<file path="src/sv/signed_integer_to_radix_ascii_unit_defines.svh">
// ----------------------------------------------------------------------------
// Assertion macros for the radix ASCII conversion unit
// Shared property forms, clocked on aclk and held off during reset.
// ----------------------------------------------------------------------------
`ifndef SIGNED_INTEGER_TO_RADIX_ASCII_UNIT_DEFINES_SVH
`define SIGNED_INTEGER_TO_RADIX_ASCII_UNIT_DEFINES_SVH

// The consequent must hold in the same cycle as the antecedent.
`define SIRA_ASSERT_SAME(label, ante, cons, msg) \
    label: assert property (@(posedge aclk) disable iff (!aresetn) \
        (ante) |-> (cons)) else $error(msg);

// The consequent must hold in the cycle after the antecedent.
`define SIRA_ASSERT_NEXT(label, ante, cons, msg) \
    label: assert property (@(posedge aclk) disable iff (!aresetn) \
        (ante) |=> (cons)) else $error(msg);

`endif

</file>
<file path="src/sv/sira_pkg.sv">
// ----------------------------------------------------------------------------
// sira_pkg
// Types and constants shared by the radix ASCII conversion unit.
// ----------------------------------------------------------------------------
package sira_pkg;

    // Width of the signed input value.
    localparam int VALUE_BITS = 32;
    localparam int RADIX_W    = 6;
    localparam int DIGIT_W    = 6;
    localparam int CHAR_W     = 8;

    localparam logic [RADIX_W-1:0] RADIX_MIN = 6'd2;
    localparam logic [RADIX_W-1:0] RADIX_MAX = 6'd36;

    localparam logic [CHAR_W-1:0] CHAR_ZERO    = 8'h30;
    localparam logic [CHAR_W-1:0] CHAR_NINE    = 8'h39;
    localparam logic [CHAR_W-1:0] CHAR_UPPER_A = 8'h41;
    localparam logic [CHAR_W-1:0] CHAR_MINUS   = 8'h2D;

    typedef struct packed {
        logic signed [VALUE_BITS-1:0] value;
        logic [RADIX_W-1:0]           radix;
    } sira_in_t;

    typedef struct packed {
        logic [CHAR_W-1:0] out_char;
        logic              last_char;
    } sira_out_t;

    // Commands from the controller to the datapath.
    typedef struct packed {
        logic load;
        logic div_step;
        logic store;
        logic emit_sign;
        logic emit_digit;
    } sira_cmd_t;

    // Status from the datapath back to the controller.
    typedef struct packed {
        logic div_last;
        logic mag_zero;
        logic negative;
        logic cnt_one;
        logic out_free;
    } sira_stat_t;

    // Maps a digit value of 0 to 35 onto '0'-'9' then 'A'-'Z'.
    function automatic logic [CHAR_W-1:0] digit_to_ascii(input logic [DIGIT_W-1:0] digit);
        logic [CHAR_W-1:0] dec;
        dec = CHAR_ZERO + {2'b00, digit};
        if (dec <= CHAR_NINE) begin
            return dec;
        end
        return dec + (CHAR_UPPER_A - CHAR_NINE - 8'd1);
    endfunction

endpackage

</file>
<file path="src/sv/sira_ctrl.sv">
// ----------------------------------------------------------------------------
// sira_ctrl
// Sequencer for the conversion: division passes, digit stores and emission.
// ----------------------------------------------------------------------------
module sira_ctrl
    import sira_pkg::*;
(
    input  logic       aclk,
    input  logic       aresetn,
    input  logic       s_valid,
    output logic       s_ready,
    input  sira_stat_t stat,
    output sira_cmd_t  cmd
);

    typedef enum logic [5:0] {
        ST_IDLE  = 6'b000001,
        ST_DIV   = 6'b000010,
        ST_STORE = 6'b000100,
        ST_SIGN  = 6'b001000,
        ST_READ  = 6'b010000,
        ST_EMIT  = 6'b100000
    } sira_state_t;

    sira_state_t state_reg, state_next;

    always_ff @(posedge aclk) begin
        if (!aresetn) begin
            state_reg <= ST_IDLE;
        end else begin
            state_reg <= state_next;
        end
    end

    assign s_ready = (state_reg == ST_IDLE);

    always_comb begin
        state_next = state_reg;
        cmd        = '0;
        unique case (state_reg)
            ST_IDLE: begin
                if (s_valid) begin
                    cmd.load   = 1'b1;
                    state_next = ST_DIV;
                end
            end
            ST_DIV: begin
                cmd.div_step = 1'b1;
                if (stat.div_last) begin
                    state_next = ST_STORE;
                end
            end
            ST_STORE: begin
                cmd.store = 1'b1;
                if (!stat.mag_zero) begin
                    state_next = ST_DIV;
                end else if (stat.negative) begin
                    state_next = ST_SIGN;
                end else begin
                    state_next = ST_READ;
                end
            end
            ST_SIGN: begin
                if (stat.out_free) begin
                    cmd.emit_sign = 1'b1;
                    state_next    = ST_READ;
                end
            end
            ST_READ: begin
                // The digit memory read completes during this cycle.
                state_next = ST_EMIT;
            end
            ST_EMIT: begin
                if (stat.out_free) begin
                    cmd.emit_digit = 1'b1;
                    state_next     = stat.cnt_one ? ST_IDLE : ST_READ;
                end
            end
            default: begin
                state_next = ST_IDLE;
            end
        endcase
    end

endmodule

</file>
<file path="src/sv/sira_datapath.sv">
// ----------------------------------------------------------------------------
// sira_datapath
// Restoring radix divider, digit memory and output word register.
// ----------------------------------------------------------------------------
`include "signed_integer_to_radix_ascii_unit_defines.svh"

module sira_datapath
    import sira_pkg::*;
(
    input  logic       aclk,
    input  logic       aresetn,
    input  sira_in_t   s_data,
    input  sira_cmd_t  cmd,
    output sira_stat_t stat,
    output logic       m_valid,
    input  logic       m_ready,
    output sira_out_t  m_data
);

    localparam int CNT_W  = $clog2(VALUE_BITS + 1);
    localparam int ADDR_W = $clog2(VALUE_BITS);
    localparam int STEP_W = $clog2(VALUE_BITS);

    logic [VALUE_BITS-1:0] mag_reg, mag_next;
    logic [DIGIT_W-1:0]    rem_reg, rem_next;
    logic [RADIX_W-1:0]    radix_reg, radix_next;
    logic                  neg_reg, neg_next;
    logic [CNT_W-1:0]      cnt_reg, cnt_next;
    logic [STEP_W-1:0]     step_reg, step_next;
    logic                  m_valid_reg, m_valid_next;
    sira_out_t             m_data_reg, m_data_next;

    logic [DIGIT_W-1:0]    mem [VALUE_BITS];
    logic [DIGIT_W-1:0]    rd_data_reg;
    logic [ADDR_W-1:0]     wr_addr;
    logic [ADDR_W-1:0]     rd_addr;
    logic [CNT_W-1:0]      cnt_minus_one;

    logic [DIGIT_W:0]      trial;
    logic                  trial_ge;
    logic [VALUE_BITS-1:0] in_bits;
    logic                  out_free;

    assign in_bits       = s_data.value;
    assign out_free      = !m_valid_reg || m_ready;
    assign cnt_minus_one = cnt_reg - CNT_W'(1);
    assign wr_addr       = cnt_reg[ADDR_W-1:0];
    assign rd_addr       = cnt_minus_one[ADDR_W-1:0];

    // One restoring step: shift the next magnitude bit into the partial
    // remainder and subtract the radix when it fits.
    assign trial    = {rem_reg, mag_reg[VALUE_BITS-1]};
    assign trial_ge = (trial >= {1'b0, radix_reg});

    always_comb begin
        mag_next     = mag_reg;
        rem_next     = rem_reg;
        radix_next   = radix_reg;
        neg_next     = neg_reg;
        cnt_next     = cnt_reg;
        step_next    = step_reg;
        m_data_next  = m_data_reg;
        m_valid_next = m_valid_reg;

        if (m_ready) begin
            m_valid_next = 1'b0;
        end

        if (cmd.load) begin
            neg_next  = in_bits[VALUE_BITS-1];
            mag_next  = in_bits[VALUE_BITS-1] ? (~in_bits + 1'b1) : in_bits;
            rem_next  = '0;
            cnt_next  = '0;
            step_next = '0;
            if (s_data.radix < RADIX_MIN) begin
                radix_next = RADIX_MIN;
            end else if (s_data.radix > RADIX_MAX) begin
                radix_next = RADIX_MAX;
            end else begin
                radix_next = s_data.radix;
            end
        end

        if (cmd.div_step) begin
            mag_next  = {mag_reg[VALUE_BITS-2:0], trial_ge};
            rem_next  = trial_ge ? DIGIT_W'(trial - {1'b0, radix_reg}) : trial[DIGIT_W-1:0];
            step_next = step_reg + STEP_W'(1);
        end

        if (cmd.store) begin
            cnt_next  = cnt_reg + CNT_W'(1);
            rem_next  = '0;
            step_next = '0;
        end

        if (cmd.emit_sign) begin
            m_data_next.out_char  = CHAR_MINUS;
            m_data_next.last_char = 1'b0;
            m_valid_next          = 1'b1;
        end

        if (cmd.emit_digit) begin
            m_data_next.out_char  = digit_to_ascii(rd_data_reg);
            m_data_next.last_char = (cnt_reg == CNT_W'(1));
            m_valid_next          = 1'b1;
            cnt_next              = cnt_minus_one;
        end
    end

    always_ff @(posedge aclk) begin
        if (!aresetn) begin
            cnt_reg     <= '0;
            step_reg    <= '0;
            mag_reg     <= '0;
            neg_reg     <= 1'b0;
            m_valid_reg <= 1'b0;
        end else begin
            cnt_reg     <= cnt_next;
            step_reg    <= step_next;
            mag_reg     <= mag_next;
            neg_reg     <= neg_next;
            m_valid_reg <= m_valid_next;
        end
    end

    always_ff @(posedge aclk) begin
        rem_reg    <= rem_next;
        radix_reg  <= radix_next;
        m_data_reg <= m_data_next;
    end

    // Digit memory: written once per digit, read one entry per cycle.
    always_ff @(posedge aclk) begin
        if (cmd.store) begin
            mem[wr_addr] <= rem_reg;
        end
        rd_data_reg <= mem[rd_addr];
    end

    assign stat.div_last = (step_reg == STEP_W'(VALUE_BITS - 1));
    assign stat.mag_zero = (mag_reg == '0);
    assign stat.negative = neg_reg;
    assign stat.cnt_one  = (cnt_reg == CNT_W'(1));
    assign stat.out_free = out_free;

    assign m_valid = m_valid_reg;
    assign m_data  = m_data_reg;

    `SIRA_ASSERT_SAME(a_store_in_range, cmd.store, cnt_reg < CNT_W'(VALUE_BITS),
        "digit store beyond memory depth")
    `SIRA_ASSERT_SAME(a_rem_below_radix, cmd.store, rem_reg < radix_reg,
        "stored digit not below radix")
    `SIRA_ASSERT_SAME(a_radix_clamped, cmd.div_step,
        (radix_reg >= RADIX_MIN) && (radix_reg <= RADIX_MAX), "radix out of range")
    `SIRA_ASSERT_NEXT(a_last_empties, cmd.emit_digit && stat.cnt_one,
        (cnt_reg == '0) && m_data.last_char, "last digit did not empty the count")

endmodule

</file>
<file path="src/sv/signed_integer_to_radix_ascii_unit.sv">
// ----------------------------------------------------------------------------
// signed_integer_to_radix_ascii_unit
// Converts a signed integer into ASCII digits in a radix from 2 to 36.
// ----------------------------------------------------------------------------
// Usage:
// The input channel (s_valid, s_ready, s_data) takes one word holding a
// signed value and a radix. A radix below 2 is used as 2 and one above 36
// as 36. The result channel (m_valid, m_ready, m_data) returns one word per
// character, most significant first: a '-' for a negative value, then the
// digits '0'-'9' and 'A'-'Z'. The last character of a number carries
// last_char. Zero gives the single character "0".
// Each digit costs one restoring division by the radix, one quotient bit per
// cycle over the full value width, then a store of the digit. Each
// character is emitted after a registered read of the digit memory, and
// a negative number emits its sign before the digits. The longest number
// is 32 binary digits and a sign.
// The next word is taken once the last character has gone into the output
// register, even while that character still waits for m_ready.
// A stalled receiver holds the current character and pauses the emitter.
// After reset the unit is idle, the output is empty and s_ready is high.
// ----------------------------------------------------------------------------
module signed_integer_to_radix_ascii_unit
    import sira_pkg::*;
(
    input  logic      aclk,
    input  logic      aresetn,
    input  logic      s_valid,
    output logic      s_ready,
    input  sira_in_t  s_data,
    output logic      m_valid,
    input  logic      m_ready,
    output sira_out_t m_data
);

    // Commands and status between the sequencer and the datapath.
    sira_cmd_t  cmd;
    sira_stat_t stat;

    // The sequencer steps through the division passes, the digit stores and
    // the emission of the sign and the digits.
    sira_ctrl u_ctrl (
        .aclk    (aclk),
        .aresetn (aresetn),
        .s_valid (s_valid),
        .s_ready (s_ready),
        .stat    (stat),
        .cmd     (cmd)
    );

    // The datapath holds the magnitude, the shared divider, the digit memory
    // and the output register that decouples the receiver.
    sira_datapath u_datapath (
        .aclk    (aclk),
        .aresetn (aresetn),
        .s_data  (s_data),
        .cmd     (cmd),
        .stat    (stat),
        .m_valid (m_valid),
        .m_ready (m_ready),
        .m_data  (m_data)
    );

endmodule

</file>
<file path="config.mk">
export PLATFORM = sky130hd
export DESIGN_NAME = signed_integer_to_radix_ascii_unit
export DESIGN_NICKNAME = d
export VERILOG_FILES = /design/src/sv/sira_pkg.sv /design/src/sv/sira_ctrl.sv /design/src/sv/sira_datapath.sv /design/src/sv/signed_integer_to_radix_ascii_unit.sv
export VERILOG_INCLUDE_DIRS = /design/src /design/src/sv
export SDC_FILE = /design/constraint.sdc
export NUM_CORES = 1
export LEC_CHECK = 0
export BUFFER_PORTS_ARGS = -buffer_cell sky130_fd_sc_hd__buf_2
export CELL_PAD_IN_SITES_DETAIL_PLACEMENT = 1
export CELL_PAD_IN_SITES_GLOBAL_PLACEMENT = 1
export CORE_ASPECT_RATIO = 0.8
export CORE_MARGIN = 3
export CORE_UTILIZATION = 51
export CTS_CLUSTER_SIZE = 16
export DETAILED_ROUTE_END_ITERATION = 8
export MAX_ROUTING_LAYER = met4
export PLACE_DENSITY_LB_ADDON = 0.2
export SETUP_SLACK_MARGIN = 0.15
export SLEW_MARGIN = 25
export SYNTH_ARGS = -nofsm -noshare
export SYNTH_HDL_FRONTEND = slang
export SYNTH_HIERARCHICAL = 1
export SYNTH_SLANG_ARGS = --single-unit
</file>
<file path="constraint.sdc">
create_clock -name aclk -period 2.9 [get_ports aclk]
set_input_delay 0.29 -clock aclk [delete_from_list [all_inputs] [get_ports aclk]]
set_output_delay 0.29 -clock aclk [all_outputs]
set_load 0.1 [all_outputs]
</file>
==> summary.md, run 1 <==
| Metric | Value |
|---|---|
| Internal Power | a little under 0.007 W |
| CP required | around 2.6 ns |
| Hold Fails Final Rpt | 0 |
| Vias in the first global route | just under 9k |
| Hold worst-path end | u_datapath/radix_reg[2] |
| Final setup viols | 0 |
| Slew Viols, Final | 0 |
| Gp weighted congestion | 0.8136 |
| Crit-path cells | or4_4, or2_0, clkinvlp_4, buf_2 |
| FFs w/ async S/R, synth | 0% |
| First-pass GRT wire length | about 50 mm |
| Mapped Nets | 999 |
| Initial DRC count | around 600 |
| Status | finished, final reports clean |
| Via density | 6.070 |
| Setup WS pre-CTS | 0.1717 ns |
| Hold Crit Start | s_data[2] |
| Synth cell types | 73 |
| CTS tree | done |
| Seq/Total Area, Yosys | around three fifths |
| R2R depth | 8 |
| Reg power frac | 48.6% |
| RSZ-0062 raised after global routing | false |
| WS Path Type | reg -> out |
| DP HPWL | approximately 21 mm |
| Final nets | around 1.1k |
| DR DRC count | 0 |
| Min Tclk post-route | 2.585 ns |
| I/O pins | 53 |
| Ys Warns | 6 |
| Core area | 23,770 um^2 |
| Min-Delay Path Class | in -> reg |
| Share of layout cells above drive strength 1 | a little under a quarter |
| Rows | 50 |
| Pre-antenna DRT Iters | 5 |
| Worst setup EP type | output port |
| Die Footprint | approximately 26,000 um^2 |
| Initial antenna violation count | 0 |
| H-tree lvl count | 1 |
| Startpoint Class | flip-flop |
| Total gr overflow | 0 |
| Die Width | between 150 and 200 um |
| Worst-path clk slew | 0.06 ns |
| Post-synth top area share | about 50% |
| Top cell type by total area after synthesis | edfxtp_1 |
| Post-DP Area | 13,380 um^2 |
| Clock tree sinks | 270 |
| Final Skew | roughly 0.022 ns |
| Top-count cell post-synth | edfxtp_1 |
| Clock root cell | clkbuf_16 |
| Post-Syn Area | 12,500 um^2 |
| Synth top area cells | edfxtp_1 50%, dfxtp_1 10%, mux4_2 8.6%, nor2_1 2.3%, ha_1 1.9% |
| Fin Hold WS | between 0.03 and 0.04 ns |
| FF-to-FF Start | u_ctrl/state_reg[1] |
| Global-route usage over all layers | approximately a quarter |
| Switch share | around a quarter |
| Hold Path Cell Cnt | 2 |
| Max Fclk | 386.8 MHz |
| Crit path DAT | about 2.3 ns |
| Area delta synth->final | 14.18% |
| Die Y | between 100 and 150 um |
| Total power | ~0.009 W |
| Post-route cell area | between 10,000 and 15,000 um^2 |
| Vias | approximately 8.2k |
| Worst-skew pair later-pin latency | ~0.54 ns |
| Clock Path Buffers | 3 |
| Port Buffers | 52 |
| Clk pwr share | 37.0% |
| Fin crit share | about 89% |
| P_sw | around 0.0024 W |
| Final worst slack | between 0.3 and 0.4 ns |
| Peak VDD IR | 436.6 uV |
| Crit-path max FO | 9 |
| Flop2flop setup slack | 0.34 ns |
| Slew @ Worst Pin | between 0.7 and 0.8 ns |
| Antenna Nets Post-Route | 0 |
| Filler cell count | around 2.4k |
| Max_slew headroom | 50.54% |
| Cts bufs inserted | 26 |
| Gate Count Post-Synth | around 940 |
| Reg2Reg Capture Point | u_datapath/mag_reg[17] |
| Synth Register Bits | 270 |
| Buf/Inv on CP | 2 |
| Power share of the combinational group | 14.4% |
| Pwr Density | 648.3 nW/um^2 |
| Starting Density | between 50 and 60% |
| Synth top cells by count | 207 x edfxtp_1, 75 x nor2_1, 63 x dfxtp_1, 60 x nand2_1, 48 x mux4_2 |
| Post-CTS Setup Bufs | 0 |
| Max reg flops | between 150 and 200 |
| DR WL/cell | about 23 um |
| CP max stage cell | or4_4 |
| Top_reg_cell synth | edfxtp_1 |
| Ant diodes | 0 |
| Leakage | ~5.0 nW |
| EDFF count, synth | slightly above 200 |
| Routed WL | 30.70 mm |
| Setup TNS Final | 0 ns |
| Avg Inst Size Synth | approximately 13 um^2 |
| CP top delay family | simple AND/OR/NAND/NOR gates |
| Max cap viols | 0 |
| Largest net degree at the start of global routing | 57 |
| Max incr delay on CP | approximately 0.56 ns |
per-layer routing:
| layer | vias up | track usage, % | part of all wire (%) |
|---|---|---|---|
| met5 | - | - | 0 |
| met4 | 0 | 4.682 | 1.6 |
| li1 | 3785 | - | - |
| met3 | 48 | 3.163 | 4.6 |
| met1 | 4219 | 34.58 | 46 |
| met2 | 179 | 37.47 | 47 |
worst max path at each step:
stage,cells after the start,slack [ns],to,from
2_1_floorplan,10,0.18,u_datapath/mag_reg[4],u_ctrl/state_reg[2]
6_report,4,0.31,s_ready,u_ctrl/state_reg[1]
3_5_place_dp,7,0.17,u_datapath/mag_reg[16],u_ctrl/state_reg[1]
3_3_place_gp,7,0.30,u_datapath/mag_reg[14],u_ctrl/state_reg[1]
5_1_grt,8,0.17,u_datapath/mag_reg[6],u_ctrl/state_reg[1]
4_1_cts,7,0.19,u_datapath/mag_reg[16],u_ctrl/state_reg[1]
timing repair:
item	CTS	global route
setup endpoints to repair	0	15
gates resized for setup	0	2
hold buffers	1	0
endpoints found under the hold margin	1	0
power groups by stage:
stage	clock network [W]	logic [W]	registers [W]
6_report	0.00342	0.00133	0.00450
5_1_grt	0.00364	0.00147	0.00452
4_1_cts	0.00348	0.00133	0.00449
3_5_place_dp	0	0.00132	0.00457
3_3_place_gp	0	0.00127	0.00456
2_1_floorplan	0	0.000961	0.00456
metrics by stage:
stage	utilization [%]	std cells
floorplan	-	937
global placement	56.29	1307
detailed placement	56.29	1307
CTS	59.97	1356
global route	60.04	1356
finish	60.04	1356
layout by cell type, fill, tap and decap left out, drive strengths merged, types with 4 or more instances in the layout:
cell    instances
or3             9
nor3           17
o22ai          18
xor2           27
edfxtp        207
o41ai          10
dfxtp          63
nor4           13
a211o           6
xnor2          14
a31oi           5
nand4           8
o21ai          33
or2             5
nand3b          5
ha             19
a31o            6
inv            22
or4             9
nor2           75
mux2i          22
nand2b          9
buf           116
nor3b          23
nor2b          12
mux4           48
nand2          60
and3            4
and2            5
nand3          12
clkbuf         33
a211oi         22
o31ai          15
a21oi          39
clkinv         12
worst reg2reg max path, cell delays in order, from the launching register on:
cell and delay (ns):
dfxtp_1 0.38, or4_4 0.56, or2_0 0.30, clkinvlp_4 0.10, and2_4 0.31, buf_4 0.36
nor3b_1 0.10, a221oi_1 0.23, a31oi_1 0.12
layout make-up:
class,count,area (um^2),share of cell area (%)
Timing Repair Buffer,117,775.7,5.435
Multi-Input combinational cell,585,4667,32.70
Inverter,24,93.84,0.6575
Tap cell,312,390.4,2.735
Clock buffer,33,706.9,4.953
Clock inverter,15,157.7,1.105
Sequential cell,270,7481,52.42
logic make-up after synthesis:
kind of cell	synth area share [%]
and+or+nand+nor	11.80
muxes	10.41
AOI/OAI and AO/OA	9.830
DFF	59.82
buffers and inverters	3.123
xor gates and xnor gates	2.873
adders and majority gates	2.142
(Power assumes the default switching activity.)
==> inputs of run 2 (changes only) <==
Settings changed: REMOVE_ABC_BUFFERS set to 1.
==> summary.md, run 2 (synthesized netlist as in run 1, its figures left out) <==
| Metric | Value |
|---|---|
| Max Fclk | 392.6 MHz (+1.5%) |
| DR WL/cell | 22.99 um (+1.5%) |
| Fin Hold WS | 0.03346 ns (+0.001568 ns) |
| Slew @ Worst Pin | 0.7955 ns (+0.05717 ns) |
| Hold Path Cell Cnt | 2 (unchanged) |
| Rows | 50 (unchanged) |
| Vias in the first global route | 8,644 (-0.69%) |
| Worst-path clk slew | 0.06 ns (about the same) |
| Via density | 6.108 (+0.62%) |
| Peak VDD IR | 872.2 uV (+100%) |
| Routed WL | 31.20 mm (+1.6%) |
| WS Path Type | reg -> reg |
| I/O pins | 53 (unchanged) |
| Final setup viols | 0 (unchanged) |
| Worst-skew pair later-pin latency | 0.54 ns (about the same) |
| Commonest non-fill, non-tap cell in the layout | edfxtp_1 |
| CP required | 3.31 ns (+0.70 ns) |
| Core area | 23,770 um^2 (unchanged) |
| Worst setup EP type | flip-flop |
| Area delta synth->final | 14.19% (about the same) |
| Port Buffers | 52 (unchanged) |
| DR DRC count | 0 (unchanged) |
| Min-Delay Path Class | in -> reg |
| Pwr Density | 648.3 nW/um^2 (about the same) |
| Max reg flops | 192 (unchanged) |
| Starting Density | 52.58% (unchanged) |
| H-tree lvl count | 1 (unchanged) |
| Status | finished, final reports clean |
| Clock root cell | clkbuf_16 |
| Startpoint Class | flip-flop |
| Switch share | 26.78% (+0.84 points) |
| Die Width | 181.0 um (unchanged) |
| Vias | 8,288 (+0.69%) |
| Cts bufs inserted | 27 (+3.8%) |
| Clk pwr share | 36.8% (-0.2 points) |
| Post-route cell area | 14,270 um^2 (about the same) |
| Power share of the combinational group | 14.6% (+0.2 points) |
| Largest net degree at the start of global routing | 45 (-21%) |
| Clock tree sinks | 270 (unchanged) |
| Final nets | 1,086 (unchanged) |
| RSZ-0062 raised after global routing | false |
| Fin crit share | 87.83% (-1.3 points) |
| Most frequent cells in the layout | 207 x edfxtp_1, 75 x nor2_1, 62 x dfxtp_1 |
| Post-DP Area | 13,380 um^2 (about the same) |
| DP HPWL | 21.12 mm (+0.80%) |
| Die Footprint | 26,430 um^2 (unchanged) |
| Max_slew headroom | 46.56% (-4.0 points) |
| Reg power frac | 48.6% (about the same) |
| Ant diodes | 0 (unchanged) |
| CTS tree | done |
| Crit path DAT | 2.95 ns (+0.65 ns) |
| Global-route usage over all layers | 24.42% (+0.41 points) |
| First-pass GRT wire length | 50.00 mm (+1.6%) |
| Clock Path Buffers | 3 (unchanged) |
| Die Y | 146.0 um (unchanged) |
| Share of layout cells above drive strength 1 | 22.97% (+0.17 points) |
| Gp weighted congestion | 0.8483 (+4.3%) |
| P_sw | 0.002478 W (+3.2%) |
| R2R depth | 7 (-1) |
| Crit-path max FO | 8 (-1) |
| Total gr overflow | 0 (unchanged) |
| Final Skew | 0.01559 ns (-0.006517 ns) |
| Pre-antenna DRT Iters | 5 (unchanged) |
| Leakage | 5.000 nW (-0.36%) |
| Initial antenna violation count | 0 (unchanged) |
| Min Tclk post-route | 2.547 ns (-0.03799 ns) |
| Initial DRC count | 801 (+35%) |
| Antenna Nets Post-Route | 0 (unchanged) |
| Hold Fails Final Rpt | 0 (unchanged) |
| Slew Viols, Final | 0 (unchanged) |
| Max cap viols | 0 (unchanged) |
| Flop2flop setup slack | 0.35 ns (about the same) |
| Internal Power | 0.006775 W (-1.1%) |
## run 2: per-stage QoR
stage	setup TNS (ns)	worst slack (ns)	std cells	util (%)	total power, W
after floorplan	-248.66	-2.809	879	-	0.005445
after global placement	0	0.4239	1306	56.28	0.005844
after detailed placement	0	0.2464	1306	56.28	0.005905
after CTS	0	0.3058	1357	60.01	0.009318
after global routing	0	0.2151	1357	60.04	0.009655
final	0	0.3529	1357	60.04	0.009253
## run 2: layout make-up
class | count | area [um^2]
Clock inverter | 22 | 192.7
Multi-Input combinational cell | 585 | 4659
Clock buffer | 28 | 679.4
Timing Repair Buffer | 116 | 780.7
Inverter | 24 | 90.09
Fill cell | 2345 | 9499
Sequential cell | 270 | 7481
Tap cell | 312 | 390.4
## run 2: path summary, 6_finish.rpt
kind | from | endpoint
max | u_datapath/cnt_reg[0] | u_datapath/rd_data_reg[5]
min | s_data[2] | u_datapath/radix_reg[2]
max reg2reg | u_datapath/cnt_reg[0] | u_datapath/rd_data_reg[5]
min reg2reg | u_datapath/mag_reg[8] | u_datapath/mag_reg[9]
## run 2: critical path, cell delays in order (launching register included)
cell     delay, ns
dfxtp_4       0.35
inv_1         0.16
ha_1          0.49
xnor2_1       0.21
nor3_1        0.10
a31oi_1       0.47
o22ai_1       0.28
a211o_1       0.35
## run 2: repair_timing
action	CTS	global route
hold buffers	1	0
setup buffers	0	0
endpoints found under the setup margin	1	2
gates resized for setup	1	1
endpoints found under the hold margin	1	0
gates cloned	0	0
pin swaps	0	0
## run 2: layer usage
layer	vias up	global-route usage (%)	wire (um)	share of wire, %
li1	3789	-	-	-
met1	4236	35.48	14380	46
met5	-	-	0	0
met3	42	3.014	1627	5.2
met4	0	4.301	467	1.5
met2	221	38.11	14730	47
## run 2: power groups by stage
stage                     registers, W  logic (W)  clock network, W
after global placement         0.00456    0.00128                 0
after floorplan                0.00457   0.000878                 0
after global routing           0.00452    0.00150           0.00364
after detailed placement       0.00457    0.00133                 0
final                          0.00450    0.00135           0.00340
after CTS                      0.00449    0.00135           0.00347
